<file path="src/design/hep_pkg.sv">
// Shared types and constants for the hello extension parser.
package hep_pkg;

    // Result kinds
    localparam logic KIND_NAME   = 1'b0;
    localparam logic KIND_STATUS = 1'b1;

    // Status codes
    localparam logic [1:0] ST_OK        = 2'd0;
    localparam logic [1:0] ST_MALFORMED = 2'd1;
    localparam logic [1:0] ST_NO_PAIR   = 2'd2;

    // Config register indexes and reset values
    localparam logic       CFG_HASH_IDX   = 1'b0;
    localparam logic       CFG_SIG_IDX    = 1'b1;
    localparam logic [7:0] CFG_HASH_RESET = 8'd2;
    localparam logic [7:0] CFG_SIG_RESET  = 8'd1;

    // Result queue depth
    localparam int RES_DEPTH = 4;
    localparam int RES_PTR_W = 2;
    localparam int RES_CNT_W = 3;

    typedef struct packed {
        logic       kind;
        logic [7:0] position;
        logic [7:0] value;
        logic [1:0] status;
        logic [7:0] name_len;
    } result_t;

    // Up to two results from one byte, in order
    typedef struct packed {
        logic [1:0] cnt;
        result_t    first;
        result_t    second;
    } push_t;

    typedef struct packed {
        logic [7:0] hash_code;
        logic [7:0] sig_code;
    } cfg_t;

endpackage

</file>
<file path="src/design/hep_if.sv">
// Stream interfaces for input bytes and result words.
interface hep_byte_if;
    logic       valid;
    logic       ready;
    logic [7:0] data_byte;
    logic       last_byte;

    modport source (output valid, data_byte, last_byte, input ready);
    modport sink (input valid, data_byte, last_byte, output ready);
endinterface

interface hep_result_if;
    logic       valid;
    logic       ready;
    logic       result_kind;
    logic [7:0] name_position;
    logic [7:0] name_value;
    logic [1:0] parse_status;
    logic [7:0] accepted_name_length;

    modport source (output valid, result_kind, name_position, name_value, parse_status,
                    accepted_name_length, input ready);
    modport sink (input valid, result_kind, name_position, name_value, parse_status,
                  accepted_name_length, output ready);
endinterface

</file>
<file path="src/design/hep_parser.sv">
// Record parser: state update and result generation for one byte.
module hep_parser #(
    parameter logic [7:0] NAME_LIMIT = 8'd255
) (
    input  logic              clk,
    input  logic              rst_n,
    input  logic              fire,
    input  logic [7:0]        data,
    input  logic              last,
    input  hep_pkg::cfg_t     cfg,
    output hep_pkg::push_t    push
);

    typedef enum logic [15:0] {
        PH_TYPE_HI    = 16'h0001,
        PH_TYPE_LO    = 16'h0002,
        PH_LEN_HI     = 16'h0004,
        PH_LEN_LO     = 16'h0008,
        PH_SKIP       = 16'h0010,
        PH_SN_LIST_HI = 16'h0020,
        PH_SN_LIST_LO = 16'h0040,
        PH_SN_TYPE    = 16'h0080,
        PH_SN_NLEN_HI = 16'h0100,
        PH_SN_NLEN_LO = 16'h0200,
        PH_SN_NAME    = 16'h0400,
        PH_SA_LEN_HI  = 16'h0800,
        PH_SA_LEN_LO  = 16'h1000,
        PH_SA_HASH    = 16'h2000,
        PH_SA_SIG     = 16'h4000,
        PH_SN_TAIL    = 16'h8000
    } phase_t;

    localparam logic [15:0] TYPE_SERVER_NAME = 16'd0;
    localparam logic [15:0] TYPE_SIG_ALGS    = 16'd13;

    phase_t      phase_reg, phase_next;
    logic [15:0] type_reg, type_next;
    logic [15:0] rem_reg, rem_next;
    logic [15:0] list_reg, list_next;
    logic [15:0] pending_reg, pending_next;
    logic [7:0]  counter_reg, counter_next;
    logic [7:0]  hash_reg, hash_next;
    logic [1:0]  err_reg, err_next;
    logic [7:0]  lastlen_reg, lastlen_next;

    logic [15:0]      rem_dec;
    logic [15:0]      rem_full;
    logic [15:0]      list_full;
    logic [15:0]      pend_full;
    logic [7:0]       cnt_inc;
    logic             is_hdr;
    hep_pkg::result_t stat;

    always_comb
    begin
        phase_next   = phase_reg;
        type_next    = type_reg;
        rem_next     = rem_reg;
        list_next    = list_reg;
        pending_next = pending_reg;
        counter_next = counter_reg;
        hash_next    = hash_reg;
        err_next     = err_reg;
        lastlen_next = lastlen_reg;
        push         = '0;
        stat         = '0;

        rem_dec   = rem_reg - 16'd1;
        rem_full  = {rem_reg[15:8], data};
        list_full = {list_reg[15:8], data};
        pend_full = {pending_reg[15:8], data};
        cnt_inc   = counter_reg + 8'd1;
        is_hdr    = (phase_reg == PH_TYPE_HI) || (phase_reg == PH_TYPE_LO)
                 || (phase_reg == PH_LEN_HI) || (phase_reg == PH_LEN_LO);

        if (err_reg == hep_pkg::ST_OK)
        begin
            if (is_hdr)
            begin
                unique case (phase_reg)
                    PH_TYPE_HI:
                    begin
                        type_next  = {data, 8'h00};
                        phase_next = PH_TYPE_LO;
                    end
                    PH_TYPE_LO:
                    begin
                        type_next  = {type_reg[15:8], data};
                        phase_next = PH_LEN_HI;
                    end
                    PH_LEN_HI:
                    begin
                        rem_next   = {data, 8'h00};
                        phase_next = PH_LEN_LO;
                    end
                    default:
                    begin
                        rem_next = rem_full;
                        if ((type_reg == TYPE_SERVER_NAME || type_reg == TYPE_SIG_ALGS)
                            && rem_full < 16'd2)
                            err_next = hep_pkg::ST_MALFORMED;
                        else if (rem_full == 16'd0)
                            phase_next = PH_TYPE_HI;
                        else if (type_reg == TYPE_SERVER_NAME)
                            phase_next = PH_SN_LIST_HI;
                        else if (type_reg == TYPE_SIG_ALGS)
                            phase_next = PH_SA_LEN_HI;
                        else
                            phase_next = PH_SKIP;
                    end
                endcase
            end
            else
            begin
                rem_next = rem_dec;
                unique case (phase_reg)
                    PH_SN_LIST_HI:
                    begin
                        list_next  = {data, 8'h00};
                        phase_next = PH_SN_LIST_LO;
                    end
                    PH_SN_LIST_LO:
                    begin
                        list_next  = list_full;
                        phase_next = (list_full > rem_dec || list_full < 16'd3)
                                   ? PH_SKIP : PH_SN_TYPE;
                    end
                    PH_SN_TYPE:
                        phase_next = (data != 8'd0) ? PH_SKIP : PH_SN_NLEN_HI;
                    PH_SN_NLEN_HI:
                    begin
                        pending_next = {data, 8'h00};
                        phase_next   = PH_SN_NLEN_LO;
                    end
                    PH_SN_NLEN_LO:
                    begin
                        pending_next = pend_full;
                        if (({1'b0, pend_full} + 17'd3 > {1'b0, list_reg})
                            || pend_full > {8'h00, NAME_LIMIT})
                            phase_next = PH_SKIP;
                        else
                        begin
                            counter_next = 8'd0;
                            phase_next   = (pend_full == 16'd0) ? PH_SN_TAIL : PH_SN_NAME;
                        end
                    end
                    PH_SN_NAME:
                    begin
                        push.cnt            = 2'd1;
                        push.first.kind     = hep_pkg::KIND_NAME;
                        push.first.position = counter_reg;
                        push.first.value    = data;
                        counter_next        = cnt_inc;
                        if ({8'h00, cnt_inc} >= pending_reg)
                            phase_next = PH_SN_TAIL;
                    end
                    PH_SA_LEN_HI:
                    begin
                        list_next  = {data, 8'h00};
                        phase_next = PH_SA_LEN_LO;
                    end
                    PH_SA_LEN_LO:
                    begin
                        list_next  = list_full;
                        phase_next = (list_full > rem_dec || list_full[0] || rem_dec[0])
                                   ? PH_SKIP : PH_SA_HASH;
                    end
                    PH_SA_HASH:
                    begin
                        hash_next  = data;
                        phase_next = PH_SA_SIG;
                    end
                    PH_SA_SIG:
                        phase_next = (hash_reg == cfg.hash_code && data == cfg.sig_code)
                                   ? PH_SKIP : PH_SA_HASH;
                    default:
                    begin
                    end
                endcase
                // record end: commit name or flag an unfinished body
                if (rem_dec == 16'd0)
                begin
                    if (phase_next == PH_SN_TAIL)
                        lastlen_next = pending_next[7:0];
                    else if (phase_next == PH_SA_HASH)
                        err_next = hep_pkg::ST_NO_PAIR;
                    else if (phase_next != PH_SKIP)
                        err_next = hep_pkg::ST_MALFORMED;
                    phase_next = PH_TYPE_HI;
                end
            end
        end

        if (last)
        begin
            stat.kind     = hep_pkg::KIND_STATUS;
            stat.status   = (err_next == hep_pkg::ST_OK && phase_next != PH_TYPE_HI)
                          ? hep_pkg::ST_MALFORMED : err_next;
            stat.name_len = lastlen_next;
            if (push.cnt == 2'd0)
                push.first = stat;
            else
                push.second = stat;
            push.cnt = push.cnt + 2'd1;

            phase_next   = PH_TYPE_HI;
            type_next    = '0;
            rem_next     = '0;
            list_next    = '0;
            pending_next = '0;
            counter_next = '0;
            hash_next    = '0;
            err_next     = hep_pkg::ST_OK;
            lastlen_next = '0;
        end

        if (!fire)
            push.cnt = 2'd0;
    end

    always_ff @(posedge clk or negedge rst_n)
    begin
        if (!rst_n)
        begin
            phase_reg   <= PH_TYPE_HI;
            type_reg    <= '0;
            rem_reg     <= '0;
            list_reg    <= '0;
            pending_reg <= '0;
            counter_reg <= '0;
            hash_reg    <= '0;
            err_reg     <= hep_pkg::ST_OK;
            lastlen_reg <= '0;
        end
        else if (fire)
        begin
            phase_reg   <= phase_next;
            type_reg    <= type_next;
            rem_reg     <= rem_next;
            list_reg    <= list_next;
            pending_reg <= pending_next;
            counter_reg <= counter_next;
            hash_reg    <= hash_next;
            err_reg     <= err_next;
            lastlen_reg <= lastlen_next;
        end
    end

`ifndef SYNTH
    a_rearm: assert property (@(posedge clk) disable iff (!rst_n)
        fire && last |=> phase_reg == PH_TYPE_HI && err_reg == hep_pkg::ST_OK
                         && lastlen_reg == 8'd0)
        else $error("parser not rearmed after final byte");
    a_err_code: assert property (@(posedge clk) disable iff (!rst_n)
        err_reg == hep_pkg::ST_OK || err_reg == hep_pkg::ST_MALFORMED
        || err_reg == hep_pkg::ST_NO_PAIR)
        else $error("bad error code");
    a_no_name_after_err: assert property (@(posedge clk) disable iff (!rst_n)
        fire && push.cnt != 2'd0 && push.first.kind == hep_pkg::KIND_NAME
        |-> err_reg == hep_pkg::ST_OK)
        else $error("name byte emitted after error");
`endif

endmodule

</file>
<file path="src/design/hep_result_fifo.sv">
// Small result queue: up to two words in, one word out per cycle.
module hep_result_fifo (
    input  logic                           clk,
    input  logic                           rst_n,
    input  hep_pkg::push_t                 push,
    input  logic                           pop,
    output hep_pkg::result_t               head,
    output logic [hep_pkg::RES_CNT_W-1:0]  count
);

    hep_pkg::result_t                mem [hep_pkg::RES_DEPTH];
    logic [hep_pkg::RES_PTR_W-1:0]   rd_ptr_reg, wr_ptr_reg;
    logic [hep_pkg::RES_CNT_W-1:0]   count_reg;
    logic [hep_pkg::RES_PTR_W-1:0]   wr_ptr_inc;

    assign wr_ptr_inc = wr_ptr_reg + hep_pkg::RES_PTR_W'(1);

    always_ff @(posedge clk)
    begin
        if (push.cnt != 2'd0)
            mem[wr_ptr_reg] <= push.first;
        if (push.cnt == 2'd2)
            mem[wr_ptr_inc] <= push.second;
    end

    always_ff @(posedge clk or negedge rst_n)
    begin
        if (!rst_n)
        begin
            rd_ptr_reg <= '0;
            wr_ptr_reg <= '0;
            count_reg  <= '0;
        end
        else
        begin
            wr_ptr_reg <= wr_ptr_reg + hep_pkg::RES_PTR_W'(push.cnt);
            if (pop)
                rd_ptr_reg <= rd_ptr_reg + hep_pkg::RES_PTR_W'(1);
            count_reg <= count_reg + hep_pkg::RES_CNT_W'(push.cnt) - hep_pkg::RES_CNT_W'(pop);
        end
    end

    assign head  = mem[rd_ptr_reg];
    assign count = count_reg;

endmodule

</file>
<file path="src/design/hello_extension_parser_unit.sv">
// Top level of the hello extension parser: input register, parser, result queue.
// A result word reaches the output through the input register and then the result queue.
// Throughput: one byte per cycle while the queue has room; a final byte that also
//   carries a name byte makes two words; the 4-word queue drains one word per ready cycle.
// Input stalls only while the queue has fewer than two free slots.
// Reset clears parser state and the queue, and loads config to hash 2, signature 1.
module hello_extension_parser_unit #(
    parameter int NAME_CAPACITY = 256
) (
    input  logic               clk,
    input  logic               rst_n,
    hep_byte_if.sink           ext_stream,
    hep_result_if.source       result_stream,
    input  logic               cfg_we,
    input  logic               cfg_index,
    input  logic [7:0]         cfg_data
);

    // longest name the parser will accept
    localparam int          LIMIT_INT  = (NAME_CAPACITY - 1 > 255) ? 255 : NAME_CAPACITY - 1;
    localparam logic [7:0]  NAME_LIMIT = LIMIT_INT[7:0];

    // config registers
    logic [7:0]    hash_reg;
    logic [7:0]    sig_reg;
    hep_pkg::cfg_t cfg;

    always_ff @(posedge clk or negedge rst_n)
    begin
        if (!rst_n)
        begin
            hash_reg <= hep_pkg::CFG_HASH_RESET;
            sig_reg  <= hep_pkg::CFG_SIG_RESET;
        end
        else if (cfg_we)
        begin
            if (cfg_index == hep_pkg::CFG_HASH_IDX)
                hash_reg <= cfg_data;
            if (cfg_index == hep_pkg::CFG_SIG_IDX)
                sig_reg <= cfg_data;
        end
    end

    assign cfg.hash_code = hash_reg;
    assign cfg.sig_code  = sig_reg;

    // input register: holds one byte until the parser takes it
    logic       in_v_reg;
    logic [7:0] in_data_reg;
    logic       in_last_reg;
    logic       fire;
    logic       in_take;

    logic [hep_pkg::RES_CNT_W-1:0] q_count;
    hep_pkg::push_t                push;
    hep_pkg::result_t              head;
    logic                          pop;

    // parser steps when the queue can absorb the worst case of two words
    assign fire    = in_v_reg && (q_count <= hep_pkg::RES_CNT_W'(hep_pkg::RES_DEPTH - 2));
    assign ext_stream.ready = !in_v_reg || fire;
    assign in_take = ext_stream.valid && ext_stream.ready;

    always_ff @(posedge clk or negedge rst_n)
    begin
        if (!rst_n)
            in_v_reg <= 1'b0;
        else if (in_take)
            in_v_reg <= 1'b1;
        else if (fire)
            in_v_reg <= 1'b0;
    end

    always_ff @(posedge clk)
    begin
        if (in_take)
        begin
            in_data_reg <= ext_stream.data_byte;
            in_last_reg <= ext_stream.last_byte;
        end
    end

    hep_parser #(
        .NAME_LIMIT (NAME_LIMIT)
    ) u_parser (
        .clk   (clk),
        .rst_n (rst_n),
        .fire  (fire),
        .data  (in_data_reg),
        .last  (in_last_reg),
        .cfg   (cfg),
        .push  (push)
    );

    hep_result_fifo u_queue (
        .clk   (clk),
        .rst_n (rst_n),
        .push  (push),
        .pop   (pop),
        .head  (head),
        .count (q_count)
    );

    // output word straight from the queue head
    assign result_stream.valid                = (q_count != '0);
    assign result_stream.result_kind          = head.kind;
    assign result_stream.name_position        = head.position;
    assign result_stream.name_value           = head.value;
    assign result_stream.parse_status         = head.status;
    assign result_stream.accepted_name_length = head.name_len;
    assign pop = result_stream.valid && result_stream.ready;

endmodule

</file>
<file path="src/flat_wrapper.sv">
// flat-port wrapper written by rule: the top's interface ports become plain ports
module hello_extension_parser_unit_flat 
#(
    parameter int NAME_CAPACITY = 256
)
  (clk, rst_n, cfg_we, cfg_index, cfg_data, ext_stream_valid, ext_stream_data_byte, ext_stream_last_byte, ext_stream_ready, result_stream_valid, result_stream_result_kind, result_stream_name_position, result_stream_name_value, result_stream_parse_status, result_stream_accepted_name_length, result_stream_ready);
  hep_byte_if ext_stream_i ();
  hep_result_if result_stream_i ();
  input  logic clk;
  input  logic rst_n;
  input  logic cfg_we;
  input  logic cfg_index;
  input  logic [7:0] cfg_data;
  input wire logic [$bits(ext_stream_i.valid)-1:0] ext_stream_valid;
  input wire logic [$bits(ext_stream_i.data_byte)-1:0] ext_stream_data_byte;
  input wire logic [$bits(ext_stream_i.last_byte)-1:0] ext_stream_last_byte;
  output wire logic [$bits(ext_stream_i.ready)-1:0] ext_stream_ready;
  output wire logic [$bits(result_stream_i.valid)-1:0] result_stream_valid;
  output wire logic [$bits(result_stream_i.result_kind)-1:0] result_stream_result_kind;
  output wire logic [$bits(result_stream_i.name_position)-1:0] result_stream_name_position;
  output wire logic [$bits(result_stream_i.name_value)-1:0] result_stream_name_value;
  output wire logic [$bits(result_stream_i.parse_status)-1:0] result_stream_parse_status;
  output wire logic [$bits(result_stream_i.accepted_name_length)-1:0] result_stream_accepted_name_length;
  input wire logic [$bits(result_stream_i.ready)-1:0] result_stream_ready;
  assign ext_stream_i.valid = ext_stream_valid;
  assign ext_stream_i.data_byte = ext_stream_data_byte;
  assign ext_stream_i.last_byte = ext_stream_last_byte;
  assign ext_stream_ready = ext_stream_i.ready;
  assign result_stream_valid = result_stream_i.valid;
  assign result_stream_result_kind = result_stream_i.result_kind;
  assign result_stream_name_position = result_stream_i.name_position;
  assign result_stream_name_value = result_stream_i.name_value;
  assign result_stream_parse_status = result_stream_i.parse_status;
  assign result_stream_accepted_name_length = result_stream_i.accepted_name_length;
  assign result_stream_i.ready = result_stream_ready;
  hello_extension_parser_unit #(.NAME_CAPACITY(NAME_CAPACITY)) u_core (.clk(clk), .rst_n(rst_n), .ext_stream(ext_stream_i), .result_stream(result_stream_i), .cfg_we(cfg_we), .cfg_index(cfg_index), .cfg_data(cfg_data));
endmodule
</file>
<file path="config.mk">
export PLATFORM = sky130hd
export DESIGN_NAME = hello_extension_parser_unit_flat
export DESIGN_NICKNAME = d
export VERILOG_FILES = /design/src/design/hep_pkg.sv /design/src/design/hep_if.sv /design/src/design/hep_parser.sv /design/src/design/hep_result_fifo.sv /design/src/design/hello_extension_parser_unit.sv /design/src/flat_wrapper.sv
export SDC_FILE = /design/constraint.sdc
export NUM_CORES = 1
export LEC_CHECK = 0
export BUFFER_PORTS_ARGS = -buffer_cell sky130_fd_sc_hd__buf_2
export CAP_MARGIN = 20
export CORE_UTILIZATION = 50
export DETAILED_ROUTE_END_ITERATION = 16
export HOLD_SLACK_MARGIN = 0.08
export PLACE_DENSITY = 0.67
export SKIP_CTS_REPAIR_TIMING = 1
export SLEW_MARGIN = 20
export SYNTH_ARGS = -nofsm -noshare
export SYNTH_HDL_FRONTEND = slang
export SYNTH_SLANG_ARGS = --single-unit
</file>
<file path="constraint.sdc">
create_clock -name clk -period 13.9 [get_ports clk]
set_clock_uncertainty 0.2 [all_clocks]
set_input_delay 2.78 -clock clk [delete_from_list [all_inputs] [get_ports clk]]
set_output_delay 2.78 -clock clk [all_outputs]
set_load 0.05 [all_outputs]
</file>
Yosys cells after proc, flatten, opt, wreduce, memory -nomap -nowiden --
Memories as Yosys holds them, arrays and structs flattened. Index checks and enable logic that the tools add are counted.
Word-level totals: flip-flop bits (word level) 139, memory bits (writable) 108, output and inout bits 29, word-level logic and storage cells 192, memories 1
Operators by class: $add $sub $neg 9, order comparisons 7, eq/ne operators 29, mux-type cells 72, bitwise logic cells 1, reductions and logical operators 52
Memories:
- u_core.u_queue.mem | depth 4, bits a word 27, rd ports 1, clocked after Yosys merged registers in 0, wr ports 2, RTL line hep_result_fifo.sv:11 | hep_pkg::result_t mem [hep_pkg::RES_DEPTH];
Operators with widths (number):
- 16-bit two-way mux | 22
- 16-bit one-hot mux with 10 select lines | 1
- 16-bit one-hot mux with 2 select lines | 4
- 8-bit two-way mux | 14
- 16-bit zero test | 4
- 56-bit two-way mux | 1
- 27-bit two-way mux | 2
- 16-bit one-hot mux with 3 select lines | 1
- 12-bit two-way mux | 3
- 18-bit two-way mux | 2
- 16-bit by 14-bit equality test with 1-bit output, second input constant | 2
- 16-bit by 4-bit equality test with 1-bit output, second input constant | 2
- 16-bit by 2-bit < comparator with 1-bit output, second input constant | 2
- 14-bit two-way mux | 2
- 2-bit two-way mux | 11
- 5-bit AND reduction | 4
- 19-bit two-way mux | 1
- 16-bit by 2-bit adder with 17-bit output, second input constant | 1
- 17-bit by 16-bit greater-than comparator with 1-bit output | 1
- 16-bit by 1-bit equality test with 1-bit output, second input constant | 1
- 16-bit by 10-bit equality test with 1-bit output, second input constant | 1
- 16-bit by 11-bit equality test with 1-bit output, second input constant | 1
- 16-bit by 12-bit equality test with 1-bit output, second input constant | 1
- 16-bit by 13-bit equality test with 1-bit output, second input constant | 1
- other kinds (41) | 85

Logic depth before layout (Yosys ltp) --
Gate-level depths: netlist of run 1.
depth in word-level cells 24, depth in mapped cells 20, mapped depth without buffers 17

Modules after synthesis --
From an unflattened synthesis of run 1, not the netlist that was laid out.
Second synthesis, totals: cell total of the unflattened synthesis 1344, area total of the unflattened synthesis 14993.1 sq um
Modules (own cells, without submodules):
- hep_parser | times used 1, cells each 993, area each 8394.3 sq um, seq. area each 2653.8 sq um
- hep_result_fifo | times used 1, cells each 298, area each 5612.9 sq um, seq. area each 3418.3 sq um
- hello_extension_parser_unit | times used 1, cells each 53, area each 985.9 sq um, seq. area each 698.2 sq um

Least setup slack after synthesis of run 1 --
OpenSTA, ideal clock, no wires.
path type register to output, start reg u_core.u_queue.rd_ptr_reg[0] in the netlist's numbering, end out result_stream_name_position[0], data arrival time 2.094 ns, data required time 10.920 ns, slack 8.826 ns, cell stages (with the launch flop) 4, cells stage by stage dfrtp_1 clkbuf_1 clkbuf_1 mux4_2
On the way: cells in the longest elaborated chain, start to end 1
RTL lines:
- from (decl) | RTL line hep_result_fifo.sv:12 | logic [hep_pkg::RES_PTR_W-1:0] rd_ptr_reg, wr_ptr_reg;
- from (signal assigned) | RTL line hep_result_fifo.sv:38 | rd_ptr_reg <= rd_ptr_reg + hep_pkg::RES_PTR_W'(1);
- memory read 4 x 27 bit
- to (decl) | RTL line flat_wrapper.sv:20 | output wire logic [$bits(result_stream_i.name_position)-1:0] result_stream_name_position;
No other way between the ends.

==> results of run 1 <==
placed cells by master (no fill, tap or decap), types with 7 or more instances in the layout:
master / synthesis / routed
nor2b_1: 9 / 9
a22oi_1: 15 / 15
nor3_1: 31 / 30
o21ai_1: 9 / 9
nand2_1: 146 / 146
o21ai_0: 97 / 97
a21o_1: 11 / 11
a21oi_1: 46 / 46
mux4_2: 27 / 27
mux2i_1: 9 / 9
dfxtp_1: 64 / 64
edfxtp_1: 53 / 53
and2_1: 7 / 7
or3_1: 14 / 14
nand3_1: 42 / 42
xnor2_1: 26 / 26
mux2i_2: 8 / 8
buf_2: 4 / 50
and3_1: 11 / 11
xor2_1: 32 / 32
nand2b_1: 11 / 11
buf_4: 2 / 15
or4_1: 7 / 7
a31oi_1: 8 / 8
dfrtp_1: 127 / 126
nor4_1: 26 / 26
inv_1: 56 / 56
o31ai_1: 16 / 16
clkbuf_16: 0 / 31
mux2_2: 26 / 26
a22o_1: 81 / 81
nand4_1: 18 / 18
nor2_1: 118 / 118
ha_1: 50 / 50
clkbuf_8: 0 / 7
routing by layer:
metal,vias up,wire [µm],global-route usage
met4,0,2068,0.1578
met3,109,2295,0.03707
met1,5318,16620,0.3766
li1,5132,-,-
met2,432,18020,0.4549
met5,-,0,0
layout make-up:
type | count | area share
Clock inverter | 11 | 0.007792
Clock buffer | 41 | 0.05853
Antenna cell | 3 | 0.0004974
Sequential cell | 247 | 0.4062
Timing Repair Buffer | 67 | 0.02553
Tap cell | 335 | 0.02777
Inverter | 56 | 0.01393
Multi-Input combinational cell | 998 | 0.4598
final timing paths:
check                                               start                             end  cells past startpoint
worst max register to register      u_core.in_data_reg[5]        u_core.u_queue.mem[1][4]                     15
worst min-delay path            u_core.u_queue.mem[2][15]       u_core.u_queue.mem[2][15]                      1
worst max-delay path                u_core.in_data_reg[5]        u_core.u_queue.mem[1][4]                     15
min in group asynchronous                           rst_n               u_core.sig_reg[3]                      1
worst min register to register  u_core.u_queue.mem[2][15]       u_core.u_queue.mem[2][15]                      1
max in group asynchronous                           rst_n  u_core.u_parser.counter_reg[7]                      2
worst reg2reg max path: stages (launching register included):
cell and delay [ns]:
edfxtp_1 0.81, nand4_1 0.29, nor3_1 0.53, nand3_1 0.17, xnor2_1 0.16, ha_1 0.29, a21o_1 0.18, a21oi_1 0.12
or4b_1 0.44, a211oi_1 0.53, or2_2 0.24, o211ai_1 0.09, mux2_2 0.33, or4_1 1.00, mux2i_2 0.46, nor2_1 0.10
metrics by stage:
step | area (µm²) | cells | hold slack (ns)
5_1_grt | 15090 | 1758 | 0.2830
3_5_place_dp | 14070 | 1703 | 0.2587
2_1_floorplan | 13580 | 1381 | 0.2437
3_3_place_gp | 14070 | 1703 | 0.2562
6_report | 15090 | 1758 | 0.2721
4_1_cts | 15080 | 1755 | 0.2776
logic make-up (layout without fill, tap and decap cells):
group	Yosys count	count (layout)
buf+inv	136	175
fa+ha+maj	52	52
xor+xnor	59	59
compound gates	340	340
mux	70	70
simple gates	477	477
other cells	0	3
flops	247	247
power by group through the flow:
stage	Combinational [W]	Sequential [W]	Clock, W
final	0.00133	0.00100	0.000776
after global routing	0.00146	0.00101	0.000815
after CTS	0.00131	0.000994	0.000787
after detailed placement	0.00130	0.00101	0
after global placement	0.00131	0.00100	0
after floorplan	0.00103	0.000923	0
==> impl_metrics.json, run 1 <==
{
  "outcome": "completed",
  "fin_crit_sh": 0.4461,
  "largest_reg_flops": 108,
  "seqCellArea_um2": 6131,
  "crit_required_ns": 13.99,
  "htreeDepth": 1,
  "slowest_delay_ns": 1.00,
  "fin_nets": 1472,
  "drive_gt1_frac": 0.1380,
  "clkPwrFrac": 0.250,
  "p_sw_w": 0.001334,
  "routed_wl_mm": 39.00,
  "drt-initial-drc-count": 1081,
  "dominantRegCellSynth": "dfrtp_1",
  "antenna_found_initial": 3,
  "wl_per_cell_um": 22.18,
  "p_per_area_nw_per_um2": 205.5,
  "synth_commonest_cells": "nand2_1, dfrtp_1, nor2_1",
  "gp_congestion": 0.9951,
  "path_buf_inv": 0,
  "yosysMostFrequentCell": "nand2_1",
  "leakagePower_nw": 6.223,
  "swShare": 0.4300,
  "synth_compound_area_frac": 0.1705,
  "ys_types": 78,
  "setup_viol": 0,
  "drc": 0,
  "multi_input_area_um2": 6939,
  "ios": 52,
  "timing.setup.tns_ns": 0,
  "drv_slew": 0,
  "hold_viol": 0,
  "dieArea_um2": 27830,
  "start_kind": "register",
  "worstPathCellList": "nand4_1, nor3_1, nand3_1, xnor2_1, ha_1, a21o_1, a21oi_1, or4b_1, a211oi_1, or2_2, o211ai_1, mux2_2, or4_1, mux2i_2, nor2_1",
  "clock.fmax_mhz": 161.3,
  "synth_fa_ha_area_frac": 0.04827,
  "final_core_util": 0.5727,
  "pre_cts_ws_ns": 7.751,
  "crit_arrival_ns": 6.29,
  "worstMarginPinSlew_ns": 1.100,
  "path_delay_family": "simple AND/OR/NAND/NOR gates",
  "dieHeight_um": 166.8,
  "fin_ws_ns": 7.699,
  "n_fill_cell": 2273,
  "grt_pass1_wl_mm": 62.10,
  "grt_pass1_vias": 10790,
  "relSlewSlack": 0.2612,
  "synth_xor_area_frac": 0.03906,
  "regMostFlops": "u_core.u_queue.mem",
  "async_reset_ff_frac": 0.5263,
  "total_power_w": 0.003102,
  "start_util": 0.5154,
  "cts_tree": "yes",
  "grt_max_degree": 77,
  "slowest_stage": "or4_1",
  "rsz0062_at_grt": "no",
  "cts_buffers": 28,
  "vias": 10990,
  "synth-edff-count": 53,
  "dr.pass1.iters": 5,
  "clkLatencyLatePin_ns": 0.56,
  "root_buffer": "clkbuf_16",
  "reg2reg_slack_ns": 7.70,
  "core_area_um2": 26350,
  "synth_top_family_by_area": "simple AND/OR/NAND/NOR gates",
  "finalCriticalPeriod_ns": 6.201,
  "synthCells": 1381,
  "std_cell_rows": 59,
  "maxCapViolCount": 0,
  "combPwrFrac": 0.428,
  "end_kind": "register",
  "syn_to_final_growth_pct": 11.13,
  "synth_warnings": 0,
  "crit_fanout": 16,
  "hp-class": "register to register",
  "grt_overflow": 0,
  "synth_area_per_cell_um2": 9.835,
  "syn_nets": 1455,
  "cts.path.max_buffers": 3,
  "p_int_w": 0.001768,
  "grt_usage": 0.2848,
  "post_synth_and_or_nand_nor_area_fraction": 0.1707,
  "ant_nets": 0,
  "synth.area.top_cells": "dfrtp_1, edfxtp_1, dfxtp_1",
  "seq_power_share": 0.322,
  "fp.dieW_um": 166.8,
  "via_per_inst": 6.252,
  "worstSetupPathType": "register to register",
  "place_hpwl_mm": 27.56,
  "io_buffers": 51,
  "synthesis.area_um2": 13580,
  "synthMuxAreaShare": 0.08107,
  "clk_pin_slew_worst_paths_ns": 0.06,
  "synth_area_leader_cell": "dfrtp_1",
  "yosys_register_bits": 247,
  "cts.sinks": 247,
  "synth-seq-area-share": 0.4513,
  "ir_drop_uv": 150.8,
  "yosys.area.top_type_share": 0.2340
}
No activity file was read; power rests on OpenSTA's default activity.
==> inputs of run 2 (changes only) <==
==> constraint.sdc (replaced) <==
create_clock -name clk -period 6.2 [get_ports clk]
set_clock_uncertainty 0.2 [all_clocks]
set_input_delay 1.24 -clock clk [delete_from_list [all_inputs] [get_ports clk]]
set_output_delay 1.24 -clock clk [all_outputs]
set_load 0.05 [all_outputs]
==> impl_metrics.json, run 2 (synthesis gave the netlist of run 1 again) <==
{
  "outcome": "completed",
  "crit_required_ns": 6.29,
  "whs_path_depth": 1,
  "std_cell_rows": 59,
  "gp_congestion": 0.9801,
  "pre_cts_ws_ns": 0.6698,
  "grt_usage": 0.2817,
  "fin_ws_ns": 0.5786,
  "hold_viol": 0,
  "start_kind": "register",
  "dr.pass1.iters": 9,
  "worstSetupPathType": "register to register",
  "design_area_um2": 15040,
  "drv_slew": 0,
  "rsz0062_at_grt": "no",
  "io_buffers": 51,
  "worstMarginPinSlew_ns": 1.007,
  "root_buffer": "clkbuf_16",
  "cts.path.max_buffers": 3,
  "core_area_um2": 26350,
  "grt_pass1_wl_mm": 61.93,
  "hp-class": "register to register",
  "dieArea_um2": 27830,
  "place_hpwl_mm": 26.98,
  "timing.setup.tns_ns": 0,
  "clk_pin_slew_worst_paths_ns": 0.06,
  "maxCapViolCount": 0,
  "dieHeight_um": 166.8,
  "setup_viol": 0,
  "ant_nets": 0,
  "routed_wl_mm": 38.56,
  "drc": 0,
  "syn_to_final_growth_pct": 10.71,
  "drive_gt1_frac": 0.1380,
  "rr_startpoint": "u_core.u_parser.rem_reg[0]",
  "post_dp_cell_area_um2": 14140,
  "start_util": 0.5154,
  "ir_drop_uv": 392.9,
  "fin_nets": 1481,
  "reg2reg_depth": 18,
  "ios": 52,
  "critPathLaunch": "u_core.u_parser.rem_reg[0]",
  "final_common_cell": "nand2_1",
  "cts_buffers": 27,
  "fp.dieW_um": 166.8,
  "clkLatencyLatePin_ns": 0.56,
  "grt_max_degree": 82,
  "fin_crit_sh": 0.9067,
  "p_per_area_nw_per_um2": 454.1,
  "regMostFlops": "u_core.u_queue.mem",
  "crit_fanout": 16,
  "cts_tree": "yes",
  "whs_ns": 0.2768,
  "grt_pass1_vias": 10850,
  "clock.fmax_mhz": 177.9,
  "wl_per_cell_um": 21.87,
  "min-delay-start": "u_core.u_queue.mem[2][23]",
  "vias": 10950,
  "relSlewSlack": 0.3289,
  "drt-initial-drc-count": 964,
  "largest_reg_flops": 108,
  "grt_overflow": 0,
  "n_antenna_cell": 0,
  "final_cell_mix": "nand2_1, dfrtp_1, nor2_1",
  "antenna_found_initial": 0,
  "end_kind": "register",
  "crit_arrival_ns": 5.71,
  "leakagePower_nw": 6.204,
  "finalCriticalPeriod_ns": 5.621,
  "cts.sinks": 247,
  "stdcell_count": 1763,
  "via_per_inst": 6.212,
  "htreeDepth": 1,
  "dp_cells": 1713
}
==> run 2: worst max-delay path: stages (launching register included) <==
cell and delay, ns:
dfrtp_1 0.44, inv_1 0.16, ha_1 0.29, or4b_1 0.57
nor2_1 0.23, nand2_1 0.14, or3_1 0.35, xor2_1 0.20
ha_1 0.27, and4_1 0.17, and4_1 0.21, o311a_1 0.14
o211ai_1 0.31, o211ai_1 0.14, mux2_2 0.35, or4_1 0.52
buf_4 0.25, mux2i_2 0.31, nor2_1 0.10
==> run 2: final timing paths <==
| path | to | slack [ns] |
|---|---|---|
| max in group asynchronous | u_core.u_parser.pending_reg[13] | 4.08 |
| min in group asynchronous | u_core.sig_reg[6] | 0.55 |
| setup / recovery | u_core.u_queue.mem[1][2] | 0.58 |
| setup reg to reg | u_core.u_queue.mem[1][2] | 0.58 |
| hold reg to reg | u_core.u_queue.mem[2][23] | 0.28 |
| hold / removal | u_core.u_queue.mem[2][23] | 0.28 |
==> run 2: power breakdown <==
| group | internal [W] | switching [W] |
|---|---|---|
| logic | 0.00103 | 0.00196 |
| registers | 0.00191 | 0.000321 |
| clock network | 0.000931 | 0.000676 |
==> run 2: layout make-up <==
cell class	instances	area, µm²
Fill cell	2306	11320
Tap cell	335	419.2
Clock buffer	38	788.3
Timing Repair Buffer	77	456.7
Clock inverter	12	103.9
Inverter	56	210.2
Sequential cell	247	6131
Multi-Input combinational cell	998	6928
==> run 2: stage by stage <==
step	util	power [W]
6_report	0.5706	0.006829
5_1_grt	0.5706	0.007248
4_1_cts	0.5705	0.006812
3_5_place_dp	0.5367	0.005201
3_3_place_gp	0.5367	0.005161
2_1_floorplan	-	0.004375
==> run 2: metal layers <==
layer  GRT usage  share of wire
met1      0.3792           0.44
met3     0.03161          0.055
met4      0.1147          0.045
met2      0.4646           0.46
met5           0              0
